File: config.mk
export PLATFORM = sky130hd
export DESIGN_NAME = rtp_h264_depacketizer_unit
export DESIGN_NICKNAME = d
export VERILOG_FILES = /design/src/rtl/rtph264_pkg.sv /design/src/rtl/rtph264_cmd_queue.sv /design/src/rtl/rtph264_front.sv /design/src/rtl/rtph264_back.sv /design/src/rtl/rtp_h264_depacketizer_unit.sv
export SDC_FILE = /design/constraint.sdc
export NUM_CORES = 1
export LEC_CHECK = 0
export ABC_AREA = 1
export BUFFER_PORTS_ARGS = -buffer_cell sky130_fd_sc_hd__buf_2
export CAP_MARGIN = 20
export CORE_UTILIZATION = 65
export CTS_BUF_LIST = sky130_fd_sc_hd__clkbuf_2
export CTS_CLUSTER_SIZE = 20
export DETAILED_ROUTE_END_ITERATION = 10
export PLACE_DENSITY = 0.85
export SYNTH_ARGS = -nofsm -noshare
export SYNTH_HDL_FRONTEND = slang
export SYNTH_SLANG_ARGS = --single-unit
File: constraint.sdc
create_clock -name clk -period 16.3 [get_ports clk]
set_input_delay 3.26 -clock clk [delete_from_list [all_inputs] [get_ports clk]]
set_output_delay 3.26 -clock clk [all_outputs]
set_load 0.05 [all_outputs]
File: src/rtl/rtph264_pkg.sv
// Types and constants shared by the RTP H.264 depacketizer modules.
package rtph264_pkg;

  localparam int HEADER_BYTES = 12;
  localparam logic [31:0] WRAP_CORNER_RESET = 32'd10000;

  // NAL unit types.
  localparam logic [4:0] NAL_SLICE     = 5'd1;
  localparam logic [4:0] NAL_IDR       = 5'd5;
  localparam logic [4:0] NAL_SEI       = 5'd6;
  localparam logic [4:0] NAL_SPS       = 5'd7;
  localparam logic [4:0] NAL_PPS       = 5'd8;
  localparam logic [4:0] NAL_FU_A      = 5'd28;

  // Result kinds.
  localparam logic [1:0] KIND_DATA     = 2'd0;
  localparam logic [1:0] KIND_MARKER   = 2'd1;
  localparam logic [1:0] KIND_REJECT   = 2'd2;

  // Reject reasons.
  localparam logic [1:0] REASON_NONE   = 2'd0;
  localparam logic [1:0] REASON_SHORT  = 2'd1;
  localparam logic [1:0] REASON_LATE   = 2'd2;

  // Bit positions in a command's result mask, in emission order.
  localparam int MB_MARKER = 0;
  localparam int MB_REJECT = 1;
  localparam int MB_START0 = 2;
  localparam int MB_START3 = 5;
  localparam int MB_D0     = 6;
  localparam int MB_D1     = 7;
  localparam int MASK_W    = 8;

  typedef enum logic [1:0] {
    MODE_HEADER  = 2'd0,
    MODE_PASS    = 2'd1,
    MODE_DISCARD = 2'd2
  } mode_t;

  typedef struct packed {
    logic [7:0] packet_byte;
    logic       packet_end;
  } in_item_t;

  typedef struct packed {
    logic [1:0]  kind;
    logic [7:0]  data_byte;
    logic [1:0]  reject_reason;
    logic [31:0] frame_timestamp;
    logic [31:0] frame_ssrc;
    logic        last;
  } out_item_t;

  // One classified input byte: which results it causes and their payload.
  typedef struct packed {
    logic [MASK_W-1:0] mask;
    logic [31:0]       ts;
    logic [31:0]       ssrc;
    logic [1:0]        reason;
    logic [7:0]        d0;
    logic [7:0]        d1;
  } cmd_t;

endpackage

File: src/rtl/rtph264_cmd_queue.sv
// Short command queue between the classifying front end and the output back end.
module rtph264_cmd_queue #(
  parameter int DEPTH = 4
) (
  input  logic               clk,
  input  logic               rst_n,
  input  logic               push,
  input  rtph264_pkg::cmd_t  push_cmd,
  output logic               full,
  input  logic               pop,
  output rtph264_pkg::cmd_t  pop_cmd,
  output logic               empty
);
  import rtph264_pkg::*;

  localparam int PTR_W = (DEPTH > 1) ? $clog2(DEPTH) : 1;
  localparam int CNT_W = $clog2(DEPTH + 1);

  cmd_t             mem_r [DEPTH];
  logic [PTR_W-1:0] wr_ptr_r, wr_ptr_nxt;
  logic [PTR_W-1:0] rd_ptr_r, rd_ptr_nxt;
  logic [CNT_W-1:0] cnt_r, cnt_nxt;

  assign full    = (cnt_r == CNT_W'(DEPTH));
  assign empty   = (cnt_r == '0);
  assign pop_cmd = mem_r[rd_ptr_r];

  always_comb begin
    wr_ptr_nxt = wr_ptr_r;
    rd_ptr_nxt = rd_ptr_r;
    cnt_nxt    = cnt_r;
    if (push) begin
      wr_ptr_nxt = (wr_ptr_r == PTR_W'(DEPTH - 1)) ? '0 : wr_ptr_r + 1'b1;
    end
    if (pop) begin
      rd_ptr_nxt = (rd_ptr_r == PTR_W'(DEPTH - 1)) ? '0 : rd_ptr_r + 1'b1;
    end
    if (push && !pop) begin
      cnt_nxt = cnt_r + 1'b1;
    end else if (pop && !push) begin
      cnt_nxt = cnt_r - 1'b1;
    end
  end

  always_ff @(posedge clk) begin
    if (!rst_n) begin
      wr_ptr_r <= '0;
      rd_ptr_r <= '0;
      cnt_r    <= '0;
    end else begin
      wr_ptr_r <= wr_ptr_nxt;
      rd_ptr_r <= rd_ptr_nxt;
      cnt_r    <= cnt_nxt;
    end
  end

  always_ff @(posedge clk) begin
    if (push) begin
      mem_r[wr_ptr_r] <= push_cmd;
    end
  end

endmodule

File: src/rtl/rtph264_front.sv
// Front end: parses the RTP header, tracks the frame and classifies each byte.
module rtph264_front #(
  parameter int MAX_PACKET_BYTES = 65535
) (
  input  logic                  clk,
  input  logic                  rst_n,
  input  logic [31:0]           wrap_corner,
  input  logic                  in_valid,
  output logic                  in_ready,
  input  rtph264_pkg::in_item_t in_data,
  input  logic                  q_full,
  output logic                  push,
  output rtph264_pkg::cmd_t     push_cmd
);
  import rtph264_pkg::*;

  localparam int POS_W = $clog2(MAX_PACKET_BYTES + 1);

  logic [POS_W-1:0] pos_r, pos_nxt;
  logic [31:0]      pts_r, pts_nxt;
  logic [31:0]      pss_r, pss_nxt;
  logic [31:0]      fts_r, fts_nxt;
  logic [31:0]      fss_r, fss_nxt;
  logic             fe_r, fe_nxt;
  logic [7:0]       held_r, held_nxt;
  mode_t            mode_r, mode_nxt;

  logic        accept;
  logic [7:0]  b;
  logic        eop;
  logic        in_hdr;
  logic        at_decide;
  logic        deciding;
  logic [31:0] ft;
  logic [31:0] fs;
  logic        newer;
  logic        late;
  logic [4:0]  ntype;
  logic        single;
  logic        fua;
  logic        fua_start;
  cmd_t        cmd;

  assign in_ready  = !q_full;
  assign accept    = in_valid && !q_full;
  assign b         = in_data.packet_byte;
  assign eop       = in_data.packet_end;
  assign in_hdr    = (mode_r == MODE_HEADER);
  assign at_decide = (pos_r >= POS_W'(HEADER_BYTES + 1));
  assign deciding  = in_hdr && at_decide;

  // An empty frame adopts the packet's timestamp, so it is never newer or late.
  assign ft    = fe_r ? pts_r : fts_r;
  assign fs    = fe_r ? pss_r : fss_r;
  assign newer = (ft < pts_r) || ((ft > wrap_corner) && (pts_r < wrap_corner));
  assign late  = !newer && (ft != pts_r);

  assign ntype  = held_r[4:0];
  assign single = (ntype == NAL_SLICE) || (ntype == NAL_IDR) || (ntype == NAL_SEI) ||
                  (ntype == NAL_SPS) || (ntype == NAL_PPS);
  assign fua       = (ntype == NAL_FU_A);
  assign fua_start = fua && b[7];

  // Next mode.
  always_comb begin
    mode_nxt = mode_r;
    if (accept) begin
      if (eop) begin
        mode_nxt = MODE_HEADER;
      end else if (deciding) begin
        if (late) begin
          mode_nxt = MODE_DISCARD;
        end else if (single || fua) begin
          mode_nxt = MODE_PASS;
        end else begin
          mode_nxt = MODE_DISCARD;
        end
      end
    end
  end

  // Command for the back end.
  always_comb begin
    cmd = '0;
    unique case (mode_r)
      MODE_HEADER: begin
        if (!at_decide) begin
          if (eop) begin
            cmd.mask[MB_REJECT] = 1'b1;
            cmd.reason          = REASON_SHORT;
          end
        end else begin
          if (newer) begin
            cmd.mask[MB_MARKER] = 1'b1;
            cmd.ts              = ft;
            cmd.ssrc            = fs;
          end
          if (late) begin
            cmd.mask[MB_REJECT] = 1'b1;
            cmd.reason          = REASON_LATE;
          end else if (single) begin
            cmd.mask[MB_D1:MB_START0] = '1;
            cmd.d0                    = held_r;
            cmd.d1                    = b;
          end else if (fua_start) begin
            cmd.mask[MB_D0:MB_START0] = '1;
            cmd.d0                    = {held_r[7:5], b[4:0]};
          end
        end
      end
      MODE_PASS: begin
        cmd.mask[MB_D0] = 1'b1;
        cmd.d0          = b;
      end
      default: begin
        cmd = '0;
      end
    endcase
  end

  assign push     = accept && (cmd.mask != '0);
  assign push_cmd = cmd;

  // Header capture and frame tracking.
  always_comb begin
    pos_nxt  = pos_r;
    pts_nxt  = pts_r;
    pss_nxt  = pss_r;
    fts_nxt  = fts_r;
    fss_nxt  = fss_r;
    fe_nxt   = fe_r;
    held_nxt = held_r;
    if (accept) begin
      if (in_hdr) begin
        if (pos_r >= POS_W'(4) && pos_r <= POS_W'(7)) begin
          pts_nxt = {pts_r[23:0], b};
        end else if (pos_r >= POS_W'(8) && pos_r < POS_W'(HEADER_BYTES)) begin
          pss_nxt = {pss_r[23:0], b};
        end else if (pos_r == POS_W'(HEADER_BYTES)) begin
          held_nxt = b;
        end
      end
      if (deciding) begin
        if (fe_r || newer) begin
          fts_nxt = pts_r;
          fss_nxt = pss_r;
        end
        if (!late && (single || fua_start)) begin
          fe_nxt = 1'b0;
        end else if (newer) begin
          fe_nxt = 1'b1;
        end
      end else if (mode_r == MODE_PASS) begin
        fe_nxt = 1'b0;
      end
      if (eop) begin
        pos_nxt = '0;
      end else if (pos_r < POS_W'(MAX_PACKET_BYTES)) begin
        pos_nxt = pos_r + 1'b1;
      end
    end
  end

  always_ff @(posedge clk) begin
    if (!rst_n) begin
      pos_r  <= '0;
      pts_r  <= '0;
      pss_r  <= '0;
      fts_r  <= '0;
      fss_r  <= '0;
      fe_r   <= 1'b1;
      held_r <= '0;
      mode_r <= MODE_HEADER;
    end else begin
      pos_r  <= pos_nxt;
      pts_r  <= pts_nxt;
      pss_r  <= pss_nxt;
      fts_r  <= fts_nxt;
      fss_r  <= fss_nxt;
      fe_r   <= fe_nxt;
      held_r <= held_nxt;
      mode_r <= mode_nxt;
    end
  end

endmodule

File: src/rtl/rtph264_back.sv
// Back end: expands commands into results, one per unstalled cycle, into an output register.
module rtph264_back (
  input  logic                   clk,
  input  logic                   rst_n,
  input  logic                   q_empty,
  input  rtph264_pkg::cmd_t      q_cmd,
  output logic                   pop,
  output logic                   out_valid,
  input  logic                   out_ready,
  output rtph264_pkg::out_item_t out_data
);
  import rtph264_pkg::*;

  logic              cur_valid_r, cur_valid_nxt;
  cmd_t              cur_r, cur_nxt;
  logic              out_valid_r, out_valid_nxt;
  out_item_t         out_r, out_nxt;

  logic [MASK_W-1:0] lowbit;
  logic [MASK_W-1:0] rest;
  logic              emit;
  out_item_t         item;

  assign lowbit = cur_r.mask & (~cur_r.mask + 1'b1);
  assign rest   = cur_r.mask & ~lowbit;
  assign emit   = cur_valid_r && (!out_valid_r || out_ready);
  assign pop    = !q_empty && (!cur_valid_r || (emit && (rest == '0)));

  // The lowest pending mask bit is the next result.
  always_comb begin
    item      = '0;
    item.kind = KIND_DATA;
    item.last = (rest == '0);
    priority if (lowbit[MB_MARKER]) begin
      item.kind            = KIND_MARKER;
      item.frame_timestamp = cur_r.ts;
      item.frame_ssrc      = cur_r.ssrc;
    end else if (lowbit[MB_REJECT]) begin
      item.kind          = KIND_REJECT;
      item.reject_reason = cur_r.reason;
    end else if (lowbit[MB_START3]) begin
      item.data_byte = 8'd1;
    end else if (lowbit[MB_D0]) begin
      item.data_byte = cur_r.d0;
    end else if (lowbit[MB_D1]) begin
      item.data_byte = cur_r.d1;
    end else begin
      item.data_byte = 8'd0;
    end
  end

  always_comb begin
    cur_valid_nxt = cur_valid_r;
    cur_nxt       = cur_r;
    out_valid_nxt = out_valid_r;
    out_nxt       = out_r;
    if (pop) begin
      cur_valid_nxt = 1'b1;
      cur_nxt       = q_cmd;
    end else if (emit) begin
      cur_nxt.mask  = rest;
      cur_valid_nxt = (rest != '0);
    end
    if (emit) begin
      out_valid_nxt = 1'b1;
      out_nxt       = item;
    end else if (out_ready) begin
      out_valid_nxt = 1'b0;
    end
  end

  always_ff @(posedge clk) begin
    if (!rst_n) begin
      cur_valid_r <= 1'b0;
      out_valid_r <= 1'b0;
    end else begin
      cur_valid_r <= cur_valid_nxt;
      out_valid_r <= out_valid_nxt;
    end
  end

  always_ff @(posedge clk) begin
    cur_r <= cur_nxt;
    out_r <= out_nxt;
  end

  assign out_valid = out_valid_r;
  assign out_data  = out_r;

endmodule

File: src/rtl/rtp_h264_depacketizer_unit.sv
// The first result of a byte goes through the queue, current-command and output registers.
// Throughput: one packet byte per cycle while the queue has room; results leave at one
// per cycle while out_ready is high, so a byte with k results (start code bursts, up to
// seven) holds the output for all k; the queue absorbs the difference until it fills.
// Reset (rst_n low, synchronous): frame empty, header phase, queue and output cleared,
// wrap corner back to 10000.
module rtp_h264_depacketizer_unit #(
  parameter int MAX_PACKET_BYTES = 65535,
  parameter int QUEUE_DEPTH      = 4
) (
  input  logic                   clk,
  input  logic                   rst_n,
  input  logic                   cfg_valid,
  output logic                   cfg_ready,
  input  logic [31:0]            cfg_wrap_corner,
  input  logic                   in_valid,
  output logic                   in_ready,
  input  rtph264_pkg::in_item_t  in_data,
  output logic                   out_valid,
  input  logic                   out_ready,
  output rtph264_pkg::out_item_t out_data
);
  import rtph264_pkg::*;

  // The wrap corner register is written whenever a configuration transfer
  // occurs; the port never stalls.
  logic [31:0] wrap_corner_r;

  // Front end to queue.
  logic q_push;
  cmd_t q_push_cmd;
  logic q_full;

  // Queue to back end.
  logic q_pop;
  cmd_t q_pop_cmd;
  logic q_empty;

  assign cfg_ready = 1'b1;

  always_ff @(posedge clk) begin
    if (!rst_n) begin
      wrap_corner_r <= WRAP_CORNER_RESET;
    end else if (cfg_valid) begin
      wrap_corner_r <= cfg_wrap_corner;
    end
  end

  // The front end takes one byte per cycle while the queue has room. It
  // collects the header fields, decides at the byte after the NAL header
  // whether the packet is short, late or starts a new frame, and turns each
  // byte that causes any result into one command listing every result it causes.
  rtph264_front #(
    .MAX_PACKET_BYTES(MAX_PACKET_BYTES)
  ) u_front (
    .clk        (clk),
    .rst_n      (rst_n),
    .wrap_corner(wrap_corner_r),
    .in_valid   (in_valid),
    .in_ready   (in_ready),
    .in_data    (in_data),
    .q_full     (q_full),
    .push       (q_push),
    .push_cmd   (q_push_cmd)
  );

  // Commands wait here so that a start code burst on the output does not
  // immediately stall the input.
  rtph264_cmd_queue #(
    .DEPTH(QUEUE_DEPTH)
  ) u_queue (
    .clk     (clk),
    .rst_n   (rst_n),
    .push    (q_push),
    .push_cmd(q_push_cmd),
    .full    (q_full),
    .pop     (q_pop),
    .pop_cmd (q_pop_cmd),
    .empty   (q_empty)
  );

  // The back end walks each command's result mask in order and loads one
  // result per cycle, while the output is not stalled, into the output
  // register, marking the final one of each command as last.
  rtph264_back u_back (
    .clk      (clk),
    .rst_n    (rst_n),
    .q_empty  (q_empty),
    .q_cmd    (q_pop_cmd),
    .pop      (q_pop),
    .out_valid(out_valid),
    .out_ready(out_ready),
    .out_data (out_data)
  );

endmodule

=== Word level (Yosys, flattened, before mapping) ===
Memory sizes are Yosys's and may differ from the RTL's. A register that Yosys moved wholly into a read port is not among the register bits.
Index checks and enable logic that the tools add are counted.

* Flip-flop bits (word level): 363
* Memory bits (writable): 360
* Bits of input ports: 46
* Output and inout bits: 80
* Memories: 1

{| class="wikitable"
|+ Memory list
! name !! words !! width !! read ports !! clocked after Yosys merged registers in !! write ports !! line !! source
|-
| u_queue.mem_r || 4 || 90 || 1 || 1 || 1 || rtph264_cmd_queue.sv:19 || <nowiki>cmd_t mem_r [DEPTH];</nowiki>
|}

* Add/subtract/negate cells: 6
* Order comparisons: 9
* Equality and inequality tests: 13
* Mux-type cells: 53
* Bitwise gates (word level): 7
* Reductions and logical operators: 53

{| class="wikitable"
|+ Operators by type and width
! operator !! number
|-
| 2-to-1 mux 65 bit || 2
|-
| 2-to-1 mux 72 bit || 1
|-
| less-than comparator 32 bit || 2
|-
| 2-to-1 mux 16 bit || 4
|-
| 2-to-1 mux 32 bit || 2
|-
| 2-to-1 mux 8 bit || 8
|-
| >= comparator 16 x 4 -> 1 bit, second input constant || 2
|-
| > comparator 32 bit || 1
|-
| inequality test 32 bit || 1
|-
| 2-to-1 mux 2 bit || 11
|-
| 2-to-1 mux 1 bit || 17
|-
| adder 16 x 1 -> 16 bit, second input constant || 1
|-
| bitwise AND 8 bit || 2
|-
| equality test 16 x 4 -> 1 bit, second input constant || 1
|-
| >= comparator 16 x 3 -> 1 bit, second input constant || 1
|-
| <= comparator 16 x 3 -> 1 bit, second input constant || 1
|-
| less-than comparator 16 bit, second input constant || 1
|-
| less-than comparator 16 x 4 -> 1 bit, second input constant || 1
|-
| NOT 8 bit || 2
|-
| case mux 8 bit (2 select lines) || 1
|-
| nonzero test 8 bit || 2
|-
| equality test 5 x 3 -> 1 bit, second input constant || 3
|-
| logical AND 1 bit || 14
|-
| 2-to-1 mux 6 bit || 2
|-
| 27 further kinds || 58
|}

=== Logic depth before layout (Yosys ltp) ===
Gate-level depths: netlist of the first run.

* Depth in word-level cells: 15
* Depth in mapped cells: 31

=== Hierarchy ===
Synthesis of the first run repeated with hierarchy kept, for this count alone.

* Cell total of the unflattened synthesis: 2876
* Area, all modules: 30469.2 µm²

{| class="wikitable"
|+ Modules (own cells, without submodules)
! module !! times used !! cells an instance !! area an instance (µm²)
|-
| rtph264_cmd_queue || 1 || 929 || 13738.2
|-
| rtph264_front || 1 || 1361 || 9392.8
|-
| rtph264_back || 1 || 391 || 6030.8
|-
| rtp_h264_depacketizer_unit || 1 || 195 || 1307.5
|}

=== Least setup slack after synthesis of the first run ===
No wires, ideal clock.

* Kind: input -> register
* From: input in_data[8] in the netlist's numbering
* To: memory u_queue.mem_r[0][0] in the netlist's numbering (enable)
* Library setup time: 0.534 ns
* Arrival: 7.625 ns
* Required time: 15.766 ns
* Slack: 8.141 ns
* Stages: 8
* Buffers on the path: 0
* Cell sequence: inv_1 > nor2_1 > nor2_1 > o2111ai_1 > nand2_1 > nand2_1 > nand2_1 > nor2_1

* Word-level cells in the longest chain between the ends: 10

{| class="wikitable"
|+ Ends and longest elaborated chain
! element !! line !! source
|-
| start: declaration || rtp_h264_depacketizer_unit.sv:18 || <nowiki>input rtph264_pkg::in_item_t in_data,</nowiki>
|-
| logical AND 1 bit * || rtph264_front.sv:62 || <nowiki>assign fua_start = fua && b[7];</nowiki>
|-
| 2-to-1 mux 5 bit * || rtph264_front.sv:105 || <nowiki>end else if (fua_start) begin</nowiki>
|-
| 2-to-1 mux 5 bit * || rtph264_front.sv:101 || <nowiki>end else if (single) begin</nowiki>
|-
| 2-to-1 mux 6 bit * || rtph264_front.sv:98 || <nowiki>if (late) begin</nowiki>
|-
| 2-to-1 mux 6 bit * || rtph264_front.sv:87 || <nowiki>if (!at_decide) begin</nowiki>
|-
| case mux 1 bit (2 select lines) or 2-to-1 mux 72 bit (tied branches) || rtph264_front.sv:85 || <nowiki>unique case (mode_r)</nowiki>
|-
| nonzero test 8 bit * || rtph264_front.sv:121 || <nowiki>assign push = accept && (cmd.mask != '0);</nowiki>
|-
| logical AND 1 bit * || rtph264_front.sv:121 ||
|-
| 2-to-1 mux 1 bit * || rtph264_cmd_queue.sv:58 || <nowiki>if (push) begin</nowiki>
|-
| 2-to-1 mux 1 bit (implied by the code) * || rtph264_cmd_queue.sv:59 || <nowiki>mem_r[wr_ptr_r] <= push_cmd;</nowiki>
|-
| end: declaration || rtph264_cmd_queue.sv:19 ||
|}

Mark *: on every way between the ends. The rest lies on a longest branch, timed or not.

==> flow_summary.yaml, run 1 <==
logic_synthesis:
  ys_types: 42
  synth_ff_type: "edfxtp_1"
  synth_xor_area_share_pct: 0
  synth_compound_area_share_pct: 13.24
  syn_area_per_cell_um2: 10.71
  ys_ff_latch: 713
  yosysWarnings: 0
  syn_inst: 2734
  synth_mux_area_share_pct: 0
  ys_async_sr_fraction_pct: 0
  synth_nets: 2885
  synthAdderAreaFrac_pct: 4.514
  synth-simple-area-share_pct: 10.61
  ys_seq_area_share_pct: 66.38
  synth_top_family_by_area: "compound AO/OA/AOI/OAI gates"
  netlist_area_mm2: 0.02927
  synth_edf_count: 515
setup_path:
  reg2reg_from: "u_front.fe_r"
  startpoint_type: "flop"
  end_kind: "flop"
  critPathMaxFanout: 61
  crit_arrival_ns: 6.36
  crit_start: "u_front.fe_r"
  cp.required_ns: 17.04
  crit_type: "reg -> reg"
global_routing:
  grt_antenna_before_repair: 5
  grt_overflow: 0
  grt_pass1_wl_mm: 102.1
  grt_max_degree: 103
  track_usage_pct: 28.46
  grt_pass1_vias: 20080
drt:
  routed_wl_mm: 65.76
  wire_per_inst_um: 18.14
  vias: 20970
  avgViaCountPerCell: 5.787
  route.detailed.drc: 0
  antenna_left: 0
  dr.pass1.iters: 8
  drt_iter0_markers: 2360
sta:
  worstMarginPinSlew_ns: 1.092
  hold_viol: 0
  whs_ns: 0.4839
  slew_headroom_pct: 27.18
  setup_viol: 0
  post-route-period-util_pct: 34.46
  maxSlewViolCount: 0
  period_minus_slack_ns: 5.616
  fmax_mhz: 178.0
  grt_setup_unrepaired: "false"
  tns_ns: 0
  skew_ns: 0.07679
cts:
  cts_setup_buffers: 0
  htree_levels: 4
  cts_buffer_depth: 3
  clk-insertion-delay-late_ns: 1.17
  tritoncts: "done"
  cts_buffers: 166
  hold_buffers: 0
  cts_resized: 0
  clockRootBuffer: "clkbuf_2"
  clkSlewWorstSetupHoldPaths_ns: 0.11
  cts_num_sinks: 713
pwr:
  ir_worst_vdd_mv: 0.1053
  p_per_area_mw_per_mm2: 143.1
  leakagePower_nw: 13.05
die:
  fp.coreArea_mm2: 0.04432
  initial_core_util_pct: 66.04
  die_x_um: 214.2
  fp.dieH_um: 214.2
  dieArea_mm2: 0.04588
  core.rowCount: 77
  ios: 126
cells_and_area:
  nets: 3058
  nFillCells: 3012
  final_common_cell: "edfxtp_1"
  drive_gt1_share_pct: 14.02
  finish.utilization_pct: 71.71
  syn_to_final_growth_pct: 8.584
  final_cell_mix: "515 x edfxtp_1, 407 x o21ai_0, 388 x nor2_1, 310 x nand2_1, 250 x inv_1"
place:
  place.gp.congestion: 0.9077
  hpwl_mm: 41.34
  port_buffers: 124
job:
  cap_violations: 0
worst_hold_path:
  hp-start: "u_front.held_r[7]"
  hold_path_class: "reg -> reg"
outcome:
  outcome: "finished clean"
per-stage QoR:
stage / setup WS (ns) / cell area [µm²] / power, mW / instances
finish: 10.68 / 31780 / 4.548 / 3624
detailed placement: 9.856 / 30250 / 3.469 / 3329
global placement: 9.901 / 30250 / 3.413 / 3329
CTS: 10.72 / 31740 / 4.564 / 3621
global route: 10.30 / 31780 / 4.764 / 3624
floorplan: 8.141 / 29270 / 3.169 / 2734
worst paths after layout:
| kind | end | slack, ns | depth (start not counted) |
|---|---|---|---|
| hold reg to reg | u_front.held_r[7] | 0.48 | 2 |
| setup reg to reg | u_queue.mem_r[2][80] | 10.68 | 19 |
| hold / removal | u_front.held_r[7] | 0.48 | 2 |
| setup / recovery | u_queue.mem_r[2][80] | 10.68 | 19 |
metal layers:
layer / GRT usage [%] / vias up / part of all wire (%)
met4: 11.79 / 6 / 2.3
met3: 7.021 / 128 / 11
met1: 39.20 / 9786 / 40
met5: 0 / - / 0.061
li1: - / 9930 / -
met2: 43.64 / 1122 / 46
Yosys cell counts (3+ instances only):
| library cell | instances | area, µm² |
|---|---|---|
| edfxtp_1 | 515 | 15460 |
| buf_6 | 4 | 45.04 |
| dfxtp_1 | 198 | 3964 |
| clkbuf_1 | 126 | 473.0 |
| buf_4 | 3 | 22.52 |
| nand2_1 | 310 | 1164 |
| nor3_1 | 12 | 60.06 |
| o32ai_1 | 4 | 35.03 |
| nand3_1 | 35 | 175.2 |
| ha_1 | 104 | 1301 |
| o21a_1 | 6 | 45.04 |
| nor3b_1 | 3 | 22.52 |
| nand4_1 | 16 | 100.1 |
| a211oi_1 | 3 | 22.52 |
| a21oi_1 | 216 | 1081 |
| o22ai_1 | 88 | 550.5 |
| o21ai_0 | 407 | 2037 |
| buf_1 | 5 | 18.77 |
| inv_2 | 4 | 15.01 |
| inv_1 | 252 | 945.9 |
| nor2_1 | 393 | 1475 |
final cells by class:
class	instances	area, µm²	area share [%]
clock inverters	47	265.3	0.8346
clock buffers	245	1226	3.858
multi-input cells	1624	8344	26.26
well taps	592	740.7	2.331
repair buffers	144	793.3	2.496
inverters	258	970.9	3.055
flip-flops and latches	713	19440	61.16
diodes	1	2.502	0.007874
flip-flops by register name (all words and copies together), names as in the netlist, 8 cells and up, named ones only:
name	count
u_back.out_data	77
wrap_corner_r	32
u_front.pos_r	16
u_back.cur_r	90
u_front.pts_r	32
u_front.pss_r	32
u_front.held_r	8
u_queue.mem_r	348
u_front.fts_r	32
u_front.fss_r	32
cell families after synthesis:
group           after synthesis
simple gates                782
compound gates              736
flops                       713
buf+inv                     397
fa+ha+maj                   105
other cells                   1
critical path: stages (launching register included):
cell,delay (ns)
dfxtp_2,0.75
buf_4,0.58
nand2_1,0.09
o21ai_0,0.13
inv_1,0.11
ha_1,0.32
a21oi_1,0.14
o21ai_0,0.10
nand2_1,0.07
nand2_1,0.05
a21oi_1,0.17
nand2_1,0.08
nand3_1,0.15
nand4_1,0.15
nand2_1,0.20
inv_1,0.06
nand2_1,0.08
nand2_1,0.28
nor2_4,0.76
buf_4,0.83
power breakdown:
part	total, mW	leakage, nW	switching, mW	internal, mW
Clock	1.11	1.14	0.665	0.446
Sequential	2.38	6.57	0.0866	2.29
Combinational	1.06	5.35	0.828	0.233
Power figures use the tool's default switching activity.
==> run 2, diff against run 1 <==
--- a/config.mk
+++ b/config.mk
@@ -8,11 +8,11 @@
 export ABC_AREA = 1
 export BUFFER_PORTS_ARGS = -buffer_cell sky130_fd_sc_hd__buf_2
 export CAP_MARGIN = 20
-export CORE_UTILIZATION = 65
+export CORE_UTILIZATION = 58
 export CTS_BUF_LIST = sky130_fd_sc_hd__clkbuf_2
 export CTS_CLUSTER_SIZE = 20
 export DETAILED_ROUTE_END_ITERATION = 10
-export PLACE_DENSITY = 0.85
+export PLACE_DENSITY = 0.81
 export SYNTH_ARGS = -nofsm -noshare
 export SYNTH_HDL_FRONTEND = slang
 export SYNTH_SLANG_ARGS = --single-unit
==> constraint.sdc (replaced) <==
create_clock -name clk -period 4.6 [get_ports clk]
set_input_delay 0.92 -clock clk [delete_from_list [all_inputs] [get_ports clk]]
set_output_delay 0.92 -clock clk [all_outputs]
set_load 0.05 [all_outputs]
==> flow_summary.yaml, run 2 (same netlist as run 1, synthesis figures left out) <==
setup_path:
  critical_path_buf_inv_count: 5
  crit_top_cell: "nand2_1"
  startpoint_type: "flop"
  critPathMaxFanout: 36
  crit_type: "reg -> reg"
  worst_path_largest_cell_delay_ns: 0.58
  slowest_stage: "dfxtp_4"
  cp.required_ns: 5.83
  end_kind: "flop"
  crit_arrival_ns: 5.23
  path_delay_family: "simple AND/OR/NAND/NOR gates"
cts:
  clockRootBuffer: "clkbuf_2"
  clk-insertion-delay-late_ns: 1.33
  cts_buffer_depth: 3
  cts_num_sinks: 713
  htree_levels: 4
  clkSlewWorstSetupHoldPaths_ns: 0.11
  tritoncts: "done"
  cts_buffers: 169
  cts_setup_buffers: 0
drt:
  avgViaCountPerCell: 5.595
  dr.pass1.iters: 5
  routed_wl_mm: 67.71
  antenna_left: 0
  route.detailed.drc: 0
  wire_per_inst_um: 17.93
  drt_iter0_markers: 2101
  vias: 21130
global_routing:
  grt_overflow: 0
  grt_pass1_wl_mm: 105.1
  grt_antenna_before_repair: 2
  met3_usage_pct: 8.501
  track_usage_pct: 26.93
  grt.busiest_layer: "met2"
  grt_max_degree: 176
  gr-usage-met1_pct: 35.60
  met2_usage_pct: 41.58
  grt_pass1_vias: 20570
pwr:
  leakagePower_nw: 13.45
  p_total_mw: 16.30
  ir_worst_vdd_mv: 0.2892
  p_per_area_mw_per_mm2: 498.5
sta:
  slew_headroom_pct: 27.63
  post-route-period-util_pct: 87.06
  tns_ns: 0
  grt_setup_unrepaired: "false"
  setup_viol: 0
  worstMarginPinSlew_ns: 1.085
  fmax_mhz: 249.7
  period_minus_slack_ns: 4.005
  hold_viol: 0
  skew_ns: 0.09475
  maxSlewViolCount: 0
  whs_ns: 0.2340
die:
  fp.dieH_um: 226.6
  core.rowCount: 81
  ios: 126
  dieArea_mm2: 0.05136
  die_x_um: 226.6
  initial_core_util_pct: 59.30
  fp.coreArea_mm2: 0.04936
cells_and_area:
  multiInputGateArea_mm2: 0.008344
  syn_to_final_growth_pct: 11.73
  instances_no_fill: 3777
  nFillCells: 3646
  nets: 3135
  drive_gt1_share_pct: 14.81
  final_common_cell: "edfxtp_1"
  final_cell_mix: "515 x edfxtp_1, 407 x o21ai_0, 388 x nor2_1, 310 x nand2_1, 258 x clkbuf_2"
  largest_reg_flops: 348
  seqCellArea_mm2: 0.01944
  regMostFlops: "u_queue.mem_r"
worst_hold_path:
  hold_path_class: "in -> reg"
place:
  place.gp.congestion: 0.9316
  hpwl_mm: 41.39
  port_buffers: 124
  dp_cells: 3420
outcome:
  outcome: "finished clean"
job:
  cap_violations: 0
## run 2: repair_timing
action                                  4_1_cts  5_1_grt
hold endpoints to repair                     63        0
hold buffers                                 55        0
gates resized for setup                       0        1
endpoints found under the setup margin        0       63
## run 2: cell type report
class / instances / area share [%]
clock buffer: 257 / 3.933
multi-input combinational: 1624 / 25.52
clock inverter: 42 / 0.8035
inverter: 258 / 2.981
sequential: 713 / 59.45
timing repair buffer: 218 / 4.768
antenna: 1 / 0.007653
tap: 664 / 2.541
## run 2: per-layer routing
metal	wire (µm)	vias to the layer above
met5	13	-
met3	6824	143
met4	1753	2
met1	28160	9963
met2	30960	943
li1	-	10080
## run 2: metrics by stage
| stage | area (µm²) | utilization, % | setup WS [ns] |
|---|---|---|---|
| final | 32700 | 66.25 | 0.5954 |
| after global routing | 32700 | 66.25 | 0.07513 |
| after CTS | 32660 | 66.18 | 0.4865 |
| after detailed placement | 30560 | 61.92 | 0.5265 |
| after global placement | 30560 | 61.92 | 0.6111 |
| after floorplan | 29280 | - | -0.5854 |
## run 2: tightest hold or removal path, cell delays in order
cell     delay, ns
buf_2         0.11
nand2_1       0.24
o21ai_0       0.15
nand3_1       0.07
## run 2: worst paths after layout
kind                                         from                 to  cells after the start  slack [ns]
worst min-delay path                     in_valid       u_front.fe_r                      4        0.23
worst max-delay path                 u_front.fe_r   u_queue.cnt_r[2]                     26        0.60
worst min register to register  u_front.held_r[6]  u_front.held_r[6]                      2        0.48
worst max register to register       u_front.fe_r   u_queue.cnt_r[2]                     26        0.60
## run 2: report_power, final
part           internal [mW]  switching, mW  total, mW
Clock                   1.65           2.42       4.07
Sequential              8.10          0.300       8.40
Combinational          0.891           2.94       3.83
Total                   10.6           5.66       16.3
